==> config.mk <==
export PLATFORM = sky130hd
export DESIGN_NAME = smas_mac
export DESIGN_NICKNAME = d
export VERILOG_FILES = /design/src/rtl/core/smas_pkg.sv /design/src/rtl/core/smas_mac.sv
export SDC_FILE = /design/constraint.sdc
export NUM_CORES = 1
export LEC_CHECK = 0
export ABC_AREA = 1
export ABC_CLOCK_PERIOD_IN_PS = 7500
export BUFFER_PORTS_ARGS = -buffer_cell sky130_fd_sc_hd__buf_4
export CAP_MARGIN = 25
export CORE_ASPECT_RATIO = 0.5
export CORE_MARGIN = 10
export CORE_UTILIZATION = 40
export DETAILED_ROUTE_END_ITERATION = 8
export HOLD_SLACK_MARGIN = 0.12
export PLACE_DENSITY = 0.55
export SKIP_LAST_GASP = 1
export SLEW_MARGIN = 40
export SYNTH_ARGS = -nofsm -noshare
export SYNTH_HDL_FRONTEND = slang
export SYNTH_SLANG_ARGS = --single-unit
==> constraint.sdc <==
create_clock -name clk -period 7.5 [get_ports clk]
set_input_delay 0.75 -clock clk [delete_from_list [all_inputs] [get_ports clk]]
set_output_delay 0.75 -clock clk [all_outputs]
set_load 0.02 [all_outputs]
==> src/rtl/core/smas_pkg.sv <==
// ----------------------------------------------------------------------------
// smas_pkg
// Shared constants, codes, types and helpers of the matrix core.
// ----------------------------------------------------------------------------
`default_nettype none

package smas_pkg;

  // Storage geometry: each matrix is MAX_DIM x MAX_DIM words.
  localparam int MAX_DIM   = 8;
  localparam int DIM_BOUND = (MAX_DIM < 8) ? MAX_DIM : 8;
  localparam int DEPTH     = MAX_DIM * MAX_DIM;
  localparam int ADDR_W    = $clog2(DEPTH);
  localparam int COORD_W   = 3;
  localparam int DATA_W    = 32;
  localparam int CFG_W     = 4;
  localparam int CFG_IDX_W = 1;

  localparam logic [CFG_W-1:0] CFG_DIM_RESET = CFG_W'(5);

  // Configuration register indexes.
  localparam logic [CFG_IDX_W-1:0] CFG_ROW_COUNT = 1'b0;
  localparam logic [CFG_IDX_W-1:0] CFG_COL_COUNT = 1'b1;

  // Input operation codes.
  typedef enum logic [2:0] {
    OP_LOAD_A = 3'd0,
    OP_LOAD_B = 3'd1,
    OP_ADD    = 3'd2,
    OP_SUB    = 3'd3,
    OP_MUL    = 3'd4
  } opcode_t;

  // Operation of the shared arithmetic unit.
  typedef enum logic [1:0] {
    ALU_ADD,
    ALU_SUB,
    ALU_MUL
  } alu_op_t;

  // Sequencer states.
  typedef enum logic [2:0] {
    ST_IDLE,
    ST_ISSUE,
    ST_DRAIN,
    ST_EMIT,
    ST_ERROR
  } state_t;

  // Control that travels with each operand pair into the arithmetic unit.
  typedef struct packed {
    logic    valid;
    logic    first;
    logic    tail;
    alu_op_t op;
  } mac_ctl_t;

  // Highest usable index for a configured count, with the count clamped to 1..DIM_BOUND.
  function automatic logic [COORD_W-1:0] dim_last(input logic [CFG_W-1:0] cnt);
    if (cnt == '0) begin
      return '0;
    end else if (cnt > CFG_W'(DIM_BOUND)) begin
      return COORD_W'(DIM_BOUND - 1);
    end else begin
      return COORD_W'(cnt - 1'b1);
    end
  endfunction

  // Word address of an element in a row-major store.
  function automatic logic [ADDR_W-1:0] elem_addr(input logic [COORD_W-1:0] row,
                                                 input logic [COORD_W-1:0] col);
    return ADDR_W'(ADDR_W'(row) * ADDR_W'(MAX_DIM)) + ADDR_W'(col);
  endfunction

endpackage

`default_nettype wire

==> src/rtl/core/smas_mac.sv <==
// ----------------------------------------------------------------------------
// smas_mac
// Shared arithmetic unit: add, subtract or multiply one operand pair, then
// accumulate. A registered result stage sits between the two steps.
// ----------------------------------------------------------------------------
`default_nettype none

module smas_mac import smas_pkg::*; (
  input  wire logic              clk,
  input  wire logic              rst,
  input  wire mac_ctl_t          ctl,
  input  wire logic [DATA_W-1:0] a,
  input  wire logic [DATA_W-1:0] b,
  output logic      [DATA_W-1:0] acc,
  output logic                   done
);

  logic              prod_valid;
  logic              prod_first;
  logic              prod_tail;
  logic [DATA_W-1:0] prod;

  // First stage control: which operand pairs are live.
  always_ff @(posedge clk) begin
    if (rst) begin
      prod_valid <= 1'b0;
    end else begin
      prod_valid <= ctl.valid;
    end
  end

  // First stage payload: one add, subtract or low-half multiply.
  always_ff @(posedge clk) begin
    prod_first <= ctl.first;
    prod_tail  <= ctl.tail;
    unique case (ctl.op)
      ALU_ADD: prod <= a + b;
      ALU_SUB: prod <= a - b;
      ALU_MUL: prod <= a * b;
      default: prod <= '0;
    endcase
  end

  // Second stage: accumulate, restarting on the first term of an element.
  always_ff @(posedge clk) begin
    if (prod_valid) begin
      acc <= prod_first ? prod : acc + prod;
    end
  end

  // Done pulses once the last term of an element has been accumulated.
  always_ff @(posedge clk) begin
    if (rst) begin
      done <= 1'b0;
    end else begin
      done <= prod_valid & prod_tail;
    end
  end

endmodule

`default_nettype wire

Word level (Yosys, flattened, before mapping) --
Cells that the tools add are included.
Word-level totals: latch bits 0, output and inout port bits 33, input bits 71, ROM bits 0, bits in registers 68, memories kept 0, word-level logic and storage cells 16, bits in writable memories 0
Cells by class: reduce and logical (&&, ||, !) cells 1, multiply operators 1, magnitude comparators 0, $add $sub $neg 3, mux-type cells 2, shifts and indexed selects 0, eq/ne operators 2, bitwise operators 1, div/mod/pow operators 0
Operators by type and width (number):
- $pmux W32 S3 | 1
- $add A32 B32 Y32 | 2
- $mul A32 B32 Y32 | 1
- $mux W32 | 1
- $sub A32 B32 Y32 | 1
- $eq A2 B1 Y1 const B | 1
- $eq A2 B2 Y1 const B | 1
- $logic_not A2 Y1 | 1
- $and A1 B1 Y1 | 1

Depth between registers and ports, before layout --
Gate-level depths: netlist of the first run.
depth in word-level cells 2, depth in mapped cells 30

Least setup slack after synthesis of the first run --
No wires, ideal clock.
kind input port to flip-flop, from in b[6], to reg prod[26], stages on the path 28, arrival time 6.858 ns, setup slack 0.529 ns, setup time 0.113 ns, required time 7.387 ns, path buffers 2, path through buf_1 > clkbuf_1 > nand2_1 > inv_1 > fa_1 > fa_1 > fa_1 > inv_1 > fa_1 > inv_1 > fa_1 > inv_1 > fa_1 > inv_1 > fa_1 > fa_1 > ha_1 > nand2_1 > nor2_1 > nor3b_2 > nand4_1 > nand3_1 > a21o_1 > nand2_1 > inv_1 > o21ai_1 > nand3_1 > nand2_1
Between the ends: cells in the longest elaborated chain, start to end 2, elaborated cells between the ends (all ways) 4, classes of those cells add/sub: 2; mul: 1; mux: 1
Ends and longest elaborated chain:
- start: declaration | line smas_mac.sv:13 | input wire logic [DATA_W-1:0] b,
- $mul A32 B32 Y32, or another cell as far along | line smas_mac.sv:39 | ALU_MUL: prod <= a * b;
- $pmux W32 S3 (*) | line smas_mac.sv:36 | unique case (ctl.op)
- end signal: assignment | line smas_mac.sv:37 | ALU_ADD: prod <= a + b;
- end signal: assignment | line smas_mac.sv:38 | ALU_SUB: prod <= a - b;
- end signal: assignment | line smas_mac.sv:39
- end: declaration | line smas_mac.sv:21 | logic [DATA_W-1:0] prod;
Every way passes the cells marked *; elsewhere a longest branch is shown, timed or not. A chain may end at the register's enable or synchronous reset.

Worst setup path after layout of the first run --
from in a[8], to reg prod[25]
Between the ends: cells in the longest elaborated chain, start to end 2, elaborated cells between the ends (all ways) 4, classes of those cells add/sub: 2; mul: 1; mux: 1
Ends and longest elaborated chain:
- start: declaration | line smas_mac.sv:12 | input wire logic [DATA_W-1:0] a,
- $mul A32 B32 Y32, or another cell as far along | line smas_mac.sv:39
- $pmux W32 S3 (*) | line smas_mac.sv:36
Marked as above.

==> flow_metrics.tcl, run 1 <==
set metrics [dict create \
    cp.required_ns 7.74 \
    die_area_sq_mm 0.0694 \
    cp.arrival_ns 7.37 \
    utilization_pct 44.0 \
    crit_path_max_incr_delay_ns 0.54 \
    insertion_delay_ns 0.35 \
    path_max_fanout 19 \
    io_pins 104 \
    grt_usage_pct 23.0 \
    core_area_sq_mm 0.0577 \
    area_growth_pct 8.03 \
    cpMaxStageDelayCell "fa_1" \
    clock-sinks 68 \
    path_common_cell "fa_1" \
    clock_skew_ns 0.00945 \
    hp-class "flip-flop to flip-flop" \
    rsz0062_at_grt "false" \
    ys_ff_latch 68 \
    criticalPathCategory "input port to flip-flop" \
    final_max_slew_viol_count 0 \
    grt_pass1_vias 21000 \
    antenna_found_initial 0 \
    clockBufferDepth 2 \
    postSynthCellCount 3289 \
    drive_gt1_share_pct 6.43 \
    fillers 6011 \
    dp_hpwl_mm 64.8 \
    dp_slack_ns 0.0800 \
    avgSynthCellArea_sq_um 7.14 \
    port_buffers 103 \
    worst_pin_slew_ns 0.893 \
    post_cts_buffers 0 \
    insertedDiodeCount 0 \
    cp-start-kind "input port" \
    cts_hold_buf 0 \
    clk_pin_slew_ns 0.06 \
    wl_per_cell_microns 19.4 \
    cts_made_buffers 9 \
    relSlewSlack_pct 39.8 \
    first_pass_iters 6 \
    ys_seq_area_share_pct 7.16 \
    timing.final.ws_setup_ns 0.368 \
    synthDominantCellAreaShare_pct 34.9 \
    status "complete, no violations" \
    cts_root_buf "clkbuf_16" \
    finalSetupViolCount 0 \
    gp_congestion 0.937 \
    cap_violations 0 \
    cts_resized 0 \
    die_w_microns 363 \
    initial_utilization_pct 40.7 \
    tritoncts "yes" \
    drt-total-wl_mm 79.5 \
    rows 62 \
    drt-initial-drc-count 1704 \
    post-synth-top-count-cell "nand2_1" \
    post-route-period-util_pct 95.1 \
    finalHoldViolCount 0 \
    vias 20700 \
    synthTopCellsByCount "903 x nand2_1, 874 x inv_1, 410 x fa_1" \
    period_needed_ns 7.13 \
    drc 0 \
    max_freq_mhz 140 \
    synth_edf_count 32 \
    endpoint_kind "flip-flop" \
    fp.dieH_microns 191 \
    grt_overflow 0 \
    final_net_count 3990 \
    async_flop_share_pct 0 \
    synth_cell_types 57 \
    cts_max_level 3 \
    postRouteAntennaNets 0 \
    ys_warn_count 0 \
    grt_start_max_net_pins 43 \
    vias_per_cell 5.06 \
    synth_top_flop_cell "dfxtp_1" \
    synth_nets 3957 \
    final.setup.tns_ns 0 \
    synth_area_sq_mm 0.0235 \
    synth_top_area_cell "fa_1" \
    synthTopCellsByArea "fa_1 35%, nand2_1 14%, inv_1 14%" \
    grt_pass1_wl_mm 123 \
]
-- registers in the layout, summed over array words and instances, names as in the netlist --
name        count
acc            32
prod           32
done            1
prod_first      1
prod_tail       1
prod_valid      1
-- through the flow --
stage,instances,area [sq um],hold WS (ns)
detailed placement,4079,25100,0.402
global route,4095,25400,0.426
floorplan,3289,23500,0.395
finish,4095,25400,0.411
CTS,4095,25400,0.410
global placement,4079,25100,0.408
-- layout make-up --
type | count | area, sq um | share of cell area (%)
multi-input cells | 2212 | 18000 | 70.8
clock inverters | 7 | 75.1 | 0.296
flip-flops and latches | 68 | 1680 | 6.63
clock buffers | 9 | 225 | 0.887
well taps | 768 | 961 | 3.79
repair buffers | 152 | 1170 | 4.60
inverters | 879 | 3300 | 13.0
-- metal layers --
| metal | GRT usage, % | share of wire (%) |
|---|---|---|
| met1 | 33.2 | 46 |
| met2 | 36.1 | 43 |
| met4 | 5.98 | 2.8 |
| met3 | 3.09 | 7.9 |
| met5 | 0 | 0 |
-- critical path, delay by kind of cell --
kind	cells	cell delay, ns
AOI/OAI and AO/OA	4	1.09
adders and majority gates	9	3.72
buffers and inverters	7	1.10
and+or+nand+nor	6	0.70
-- worst paths after layout --
check / start / end / slack (ns) / cells after the start
min: prod_tail / done / 0.41 / 2
min reg2reg: prod_tail / done / 0.41 / 2
max reg2reg: acc[0] / acc[30] / 4.81 / 14
max: a[8] / prod[25] / 0.37 / 26
-- layout by cell type (no fill, tap or decap), drive strengths merged, types with 2 or more instances in the layout --
master / count
buf: 152
ha: 187
xor2: 39
a221oi: 4
dfxtp: 36
o211ai: 4
nor4: 8
a21o: 15
fa: 410
a31oi: 12
a211oi: 3
inv: 878
nand2: 904
nor2: 123
o21a: 5
a21oi: 132
and2: 2
o21bai: 9
or2: 28
nor3: 21
o21ai: 128
edfxtp: 32
nand3b: 12
clkinvlp: 2
xnor2: 23
nor3b: 2
nand4: 15
clkinv: 5
nand3: 110
a21boi: 5
clkbuf: 9
o31ai: 5
-- kinds of logic after synthesis --
| logic type | after synthesis | synth area share (%) |
|---|---|---|
| simple gates | 1225 | 21.4 |
| fa+ha+maj | 597 | 44.9 |
| compound gates | 328 | 7.82 |
| buf+inv | 1009 | 16.4 |
| flops | 68 | 7.16 |
| xor+xnor | 62 | 2.31 |
Power of run 1 is left out: the tool's default activity adds up to more than one toggle a clock period on the data nets, which glitch-free logic cannot reach.
==> run 2, diff against run 1 <==
--- a/config.mk
+++ b/config.mk
@@ -15,6 +15,7 @@
 export DETAILED_ROUTE_END_ITERATION = 8
 export HOLD_SLACK_MARGIN = 0.12
 export PLACE_DENSITY = 0.55
+export RECOVER_POWER = 100
 export SKIP_LAST_GASP = 1
 export SLEW_MARGIN = 40
 export SYNTH_ARGS = -nofsm -noshare
==> run 2 against run 1 <==
  * The flow now finishes with violations (max-capacitance violations, max-slew violations)
  * Core utilization fell by 0.27 points
  * Clock skew fell by 0.00065 ns
  * Cell area is 0.61% lower
  * First-iteration DRC count increased by 2.5%
  * Worst setup slack got worse by 0.12 ns
==> flow_metrics.tcl, run 2 (synthesized netlist as in run 1, its figures left out) <==
set metrics [dict create \
    status "finished, violations left" \
    violations "max-capacitance violations, max-slew violations" \
    final_net_count 3990 \
    fin_cells 4095 \
    die_w_microns 363 \
    die_area_sq_mm 0.0694 \
    crit_path_max_incr_delay_ns 0.54 \
    cts_max_level 3 \
    first_pass_iters 5 \
    cts_root_buf "clkbuf_16" \
    insertion_delay_ns 0.35 \
    hp-class "flip-flop to flip-flop" \
    grt_overflow 0 \
    clk_pin_slew_ns 0.06 \
    drive_gt1_share_pct 5.20 \
    drt-initial-drc-count 1747 \
    post_dp_cell_area_sq_mm 0.0251 \
    critPathTopFamily "adder cells" \
    fp.dieH_microns 191 \
    clock_skew_ns 0.00880 \
    grt_start_max_net_pins 43 \
    cts_made_buffers 9 \
    path_common_cell "fa_1" \
    postRouteAntennaNets 0 \
    hold_ws_ns 0.411 \
    layout_common_cells "903 x nand2_1, 873 x inv_1, 410 x fa_1, 187 x ha_1, 129 x a21oi_1" \
    vias_per_cell 5.06 \
    dp.cells 4079 \
    rows 62 \
    worst_pin_slew_ns 1.96 \
    cp-start-kind "input port" \
    vias 20700 \
    port_buffers 103 \
    postLayoutCellArea_sq_mm 0.0252 \
    io_pins 104 \
    relSlewSlack_pct -30.9 \
    tritoncts "yes" \
    cts_resized 0 \
    insertedDiodeCount 0 \
    gp_congestion 0.937 \
    grt_pass1_wl_mm 123 \
    cts_hold_buf 0 \
    finalHoldViolCount 0 \
    drt-total-wl_mm 79.6 \
    post_cts_buffers 0 \
    final.setup.tns_ns 0 \
    clockBufferDepth 2 \
    finalSetupViolCount 0 \
    clock-sinks 68 \
    reg_top3 "acc: 32 flops, prod: 32 flops" \
    rsz0062_at_grt "false" \
    path_max_fanout 19 \
    cpMaxStageDelayCell "fa_1" \
    area_growth_pct 7.37 \
    cp.required_ns 7.74 \
    drc 0 \
    final_max_slew_viol_count 76 \
    max_freq_mhz 138 \
    core_area_sq_mm 0.0577 \
    endpoint_kind "flip-flop" \
    period_needed_ns 7.25 \
    cap_violations 2 \
    antenna_found_initial 0 \
    post-route-period-util_pct 96.7 \
    wl_per_cell_microns 19.4 \
    grt_pass1_vias 21000 \
    cp.arrival_ns 7.49 \
    criticalPathCategory "input port to flip-flop" \
    dp_hpwl_mm 64.8 \
    crit_buf_inv 7 \
    mostFrequentLayoutCell "nand2_1" \
    grt_usage_pct 23.0 \
    initial_utilization_pct 40.7 \
]
[run 2: final timing paths]
check	cells after the start	start	end	slack [ns]
worst max-delay path	26	a[8]	prod[25]	0.25
worst min-delay path	2	prod_tail	done	0.41
worst max register to register	4	prod_first	acc[21]	3.73
worst min register to register	2	prod_tail	done	0.41
[run 2: final cells by class]
cell class                 count  area (sq um)
fill                        6054         32500
multi-input combinational   2212         17900
inverter                     879          3300
sequential                    68          1680
timing repair buffer         152          1020
tap                          768           961
clock buffer                   9           225
clock inverter                 7          75.1
[run 2: per-stage QoR]
step           utilization, %  worst slack (ns)
6_report                 43.7             0.246
5_1_grt                  43.7            0.0329
4_1_cts                  44.0             0.435
3_5_place_dp             43.4            0.0800
3_3_place_gp             43.4             0.113
2_1_floorplan               -             0.529
[run 2: worst min-delay path, cell delays in order, from the launching register on]
cell and delay [ns]:
dfxtp_1 0.29, nand2_1 0.05, nor2_1 0.03
[run 2: routing by layer]
layer | part of all wire, % | vias up | track usage (%)
met5 | 0 | - | 0
met2 | 43 | 713 | 36.1
met4 | 2.8 | 0 | 5.98
met3 | 7.5 | 103 | 3.09
met1 | 47 | 10100 | 33.2
li1 | - | 9764 | -
Power of run 2 is left out for the same reason.
==> run 3, diff against run 2 <==
--- a/config.mk
+++ b/config.mk
@@ -5,7 +5,7 @@
 export SDC_FILE = /design/constraint.sdc
 export NUM_CORES = 1
 export LEC_CHECK = 0
-export ABC_AREA = 1
+export ABC_AREA = 0
 export ABC_CLOCK_PERIOD_IN_PS = 7500
 export BUFFER_PORTS_ARGS = -buffer_cell sky130_fd_sc_hd__buf_4
 export CAP_MARGIN = 25
==> run 3 against run 2 <==
  * The run still ends with max-capacitance violations, max-slew violations left
  * Clock-buffer cell count grew 1
  * Final cell count fell by 21%
  * First-iteration DRC count shrank 29%
  * Clock skew grew 0.0038 ns
  * Wire length down 14%
  * Global-route usage decreased by 1.3 points
  * Sequential cell count unchanged
  * Fmax rose by 0.32%
  * Hold slack worse by 0.0016 ns
  * Core utilization rose by 0.28 points
  * Non-clock buffer count is 18 higher
  * Critical path type unchanged
  * Critical endpoint is now prod[31]
==> flow_metrics.tcl, run 3 <==
set metrics [dict create \
    cts_resized 0 \
    rows 60 \
    gp_congestion 0.909 \
    vias_per_cell 5.27 \
    layout_common_cells "413 x inv_1, 410 x fa_1, 310 x and2_1, 287 x nand2_1, 187 x ha_1" \
    first_pass_iters 5 \
    status "finished, violations left" \
    synth_area_sq_mm 0.0217 \
    async_flop_share_pct 0 \
    tritoncts "yes" \
    cts_root_buf "clkbuf_16" \
    synthTopCellsByArea "fa_1 38%, ha_1 11%, and2_1 9.0%" \
    post-route-period-util_pct 96.4 \
    wl_per_cell_microns 21.1 \
    die_w_microns 349 \
    postSynthCellCount 2448 \
    synthTopCellsByCount "413 x inv_1, 410 x fa_1, 313 x and2_1" \
    hp-class "flip-flop to flip-flop" \
    r2r_cells 10 \
    clk_pin_slew_ns 0.07 \
    violations "max-capacitance violations, max-slew violations" \
    post-synth-top-count-cell "inv_1" \
    drc 0 \
    cts_hold_buf 0 \
    cp-start-kind "input port" \
    synth_top_flop_cell "dfxtp_1" \
    synth_top_area_cell "fa_1" \
    io_pins 104 \
    cts_made_buffers 9 \
    ys_seq_area_share_pct 7.75 \
    post_dp_cell_area_sq_mm 0.0235 \
    insertion_delay_ns 0.34 \
    post_cts_buffers 0 \
    dp_hpwl_mm 54.9 \
    grt_pass1_wl_mm 108 \
    synth_edf_count 32 \
    mostFrequentLayoutCell "inv_1" \
    grt_start_max_net_pins 65 \
    fp.dieH_microns 185 \
    grt_overflow 0 \
    drt-initial-drc-count 1247 \
    core_area_sq_mm 0.0537 \
    cap_violations 3 \
    cts_max_level 3 \
    final_net_count 3181 \
    synth_cell_types 66 \
    ys_warn_count 0 \
    cp.arrival_ns 7.46 \
    avgSynthCellArea_sq_um 8.86 \
    clock-sinks 68 \
    port_buffers 103 \
    max_freq_mhz 138 \
    criticalPathCategory "input port to flip-flop" \
    finalSetupViolCount 0 \
    postRouteAntennaNets 0 \
    relSlewSlack_pct -33.1 \
    clock_skew_ns 0.0126 \
    drive_gt1_share_pct 6.55 \
    drt-total-wl_mm 68.3 \
    hold_depth 2 \
    period_needed_ns 7.23 \
    ys_ff_latch 68 \
    initial_utilization_pct 40.4 \
    finalHoldViolCount 0 \
    cp.required_ns 7.73 \
    area_growth_pct 8.82 \
    worst_pin_slew_ns 1.99 \
    antenna_found_initial 5 \
    reg_top3 "acc: 32 flops, prod: 32 flops" \
    rsz0062_at_grt "false" \
    path_max_fanout 16 \
    grt_usage_pct 21.7 \
    postLayoutCellArea_sq_mm 0.0236 \
    final_max_slew_viol_count 134 \
    die_area_sq_mm 0.0645 \
    synthDominantCellAreaShare_pct 37.8 \
    fillers 5414 \
    synth_nets 3116 \
    clockBufferDepth 2 \
    final.setup.tns_ns 0 \
    grt_pass1_vias 18100 \
    vias 17100 \
    endpoint_kind "flip-flop" \
]
## run 3: changes by cell type in the layout (fill, tap and decap cells not counted), sizes merged, moves of 52 or more
cell | before | now
a21oi | 132 | 80
and2 | 2 | 313
inv | 878 | 413
nand2 | 904 | 288
nand3 | 110 | 13
nor2 | 123 | 62
o21ai | 128 | 71
xnor2 | 23 | 113
## run 3: area by class of cell
cell class	instances	area (sq um)	area share, %
Inverter	413	1550	6.57
Antenna cell	5	12.5	0.0530
Clock inverter	6	65.1	0.276
Multi-Input combinational cell	1851	18000	76.3
Sequential cell	68	1680	7.12
Timing Repair Buffer	170	1150	4.89
Clock buffer	10	229	0.970
Tap cell	713	892	3.78
## run 3: through the flow
step | std cells | setup WS [ns] | utilization [%] | hold WS (ns)
2_1_floorplan | 2448 | 0.163 | - | 0.395
3_3_place_gp | 3215 | 0.148 | 43.7 | 0.399
3_5_place_dp | 3215 | 0.0668 | 43.7 | 0.403
4_1_cts | 3231 | 0.417 | 44.2 | 0.411
5_1_grt | 3233 | 0.0469 | 44.0 | 0.460
6_report | 3236 | 0.269 | 44.0 | 0.409
## run 3: worst max-delay path, cell delays in order
cell and delay [ns]:
clkbuf_4 0.27, and2_1 0.25, fa_1 0.56, fa_1 0.44, fa_1 0.52, inv_1 0.05
fa_1 0.47, inv_1 0.05, fa_1 0.48, fa_1 0.57, fa_1 0.43, fa_1 0.44
ha_1 0.31, a21o_1 0.19, a21o_1 0.17, a21o_1 0.20, a21o_1 0.18, a21oi_1 0.19
a2bb2oi_1 0.24, a31oi_1 0.15, xnor2_1 0.17, a311o_1 0.37
## run 3: worst paths after layout
path | end | slack (ns) | from
max | prod[31] | 0.27 | b[5]
min | done | 0.41 | prod_tail
max reg2reg | acc[30] | 4.12 | acc[8]
min reg2reg | done | 0.41 | prod_tail
## run 3: kinds of logic (layout without fill, tap and decap cells)
logic type,Yosys count,in the layout,share of synthesized area [%]
multiplexers,6,6,0.283
flip-flops,68,68,7.75
XOR/XNOR,160,160,6.46
AND/OR/NAND/NOR,762,762,18.1
other,0,5,0
AO/OA/AOI/OAI,326,326,9.64
adder cells (fa/ha/maj),597,597,48.6
buffers and inverters,529,599,9.19
## run 3: routing by layer
metal | routed length (microns) | track usage (%) | up-vias
li1 | - | - | 7759
met1 | 30200 | 29.2 | 8647
met2 | 31300 | 35.5 | 567
met3 | 5030 | 4.32 | 93
met4 | 1750 | 5.36 | 0
met5 | 0 | 0.0784 | -
Power of run 3 is left out for the same reason.
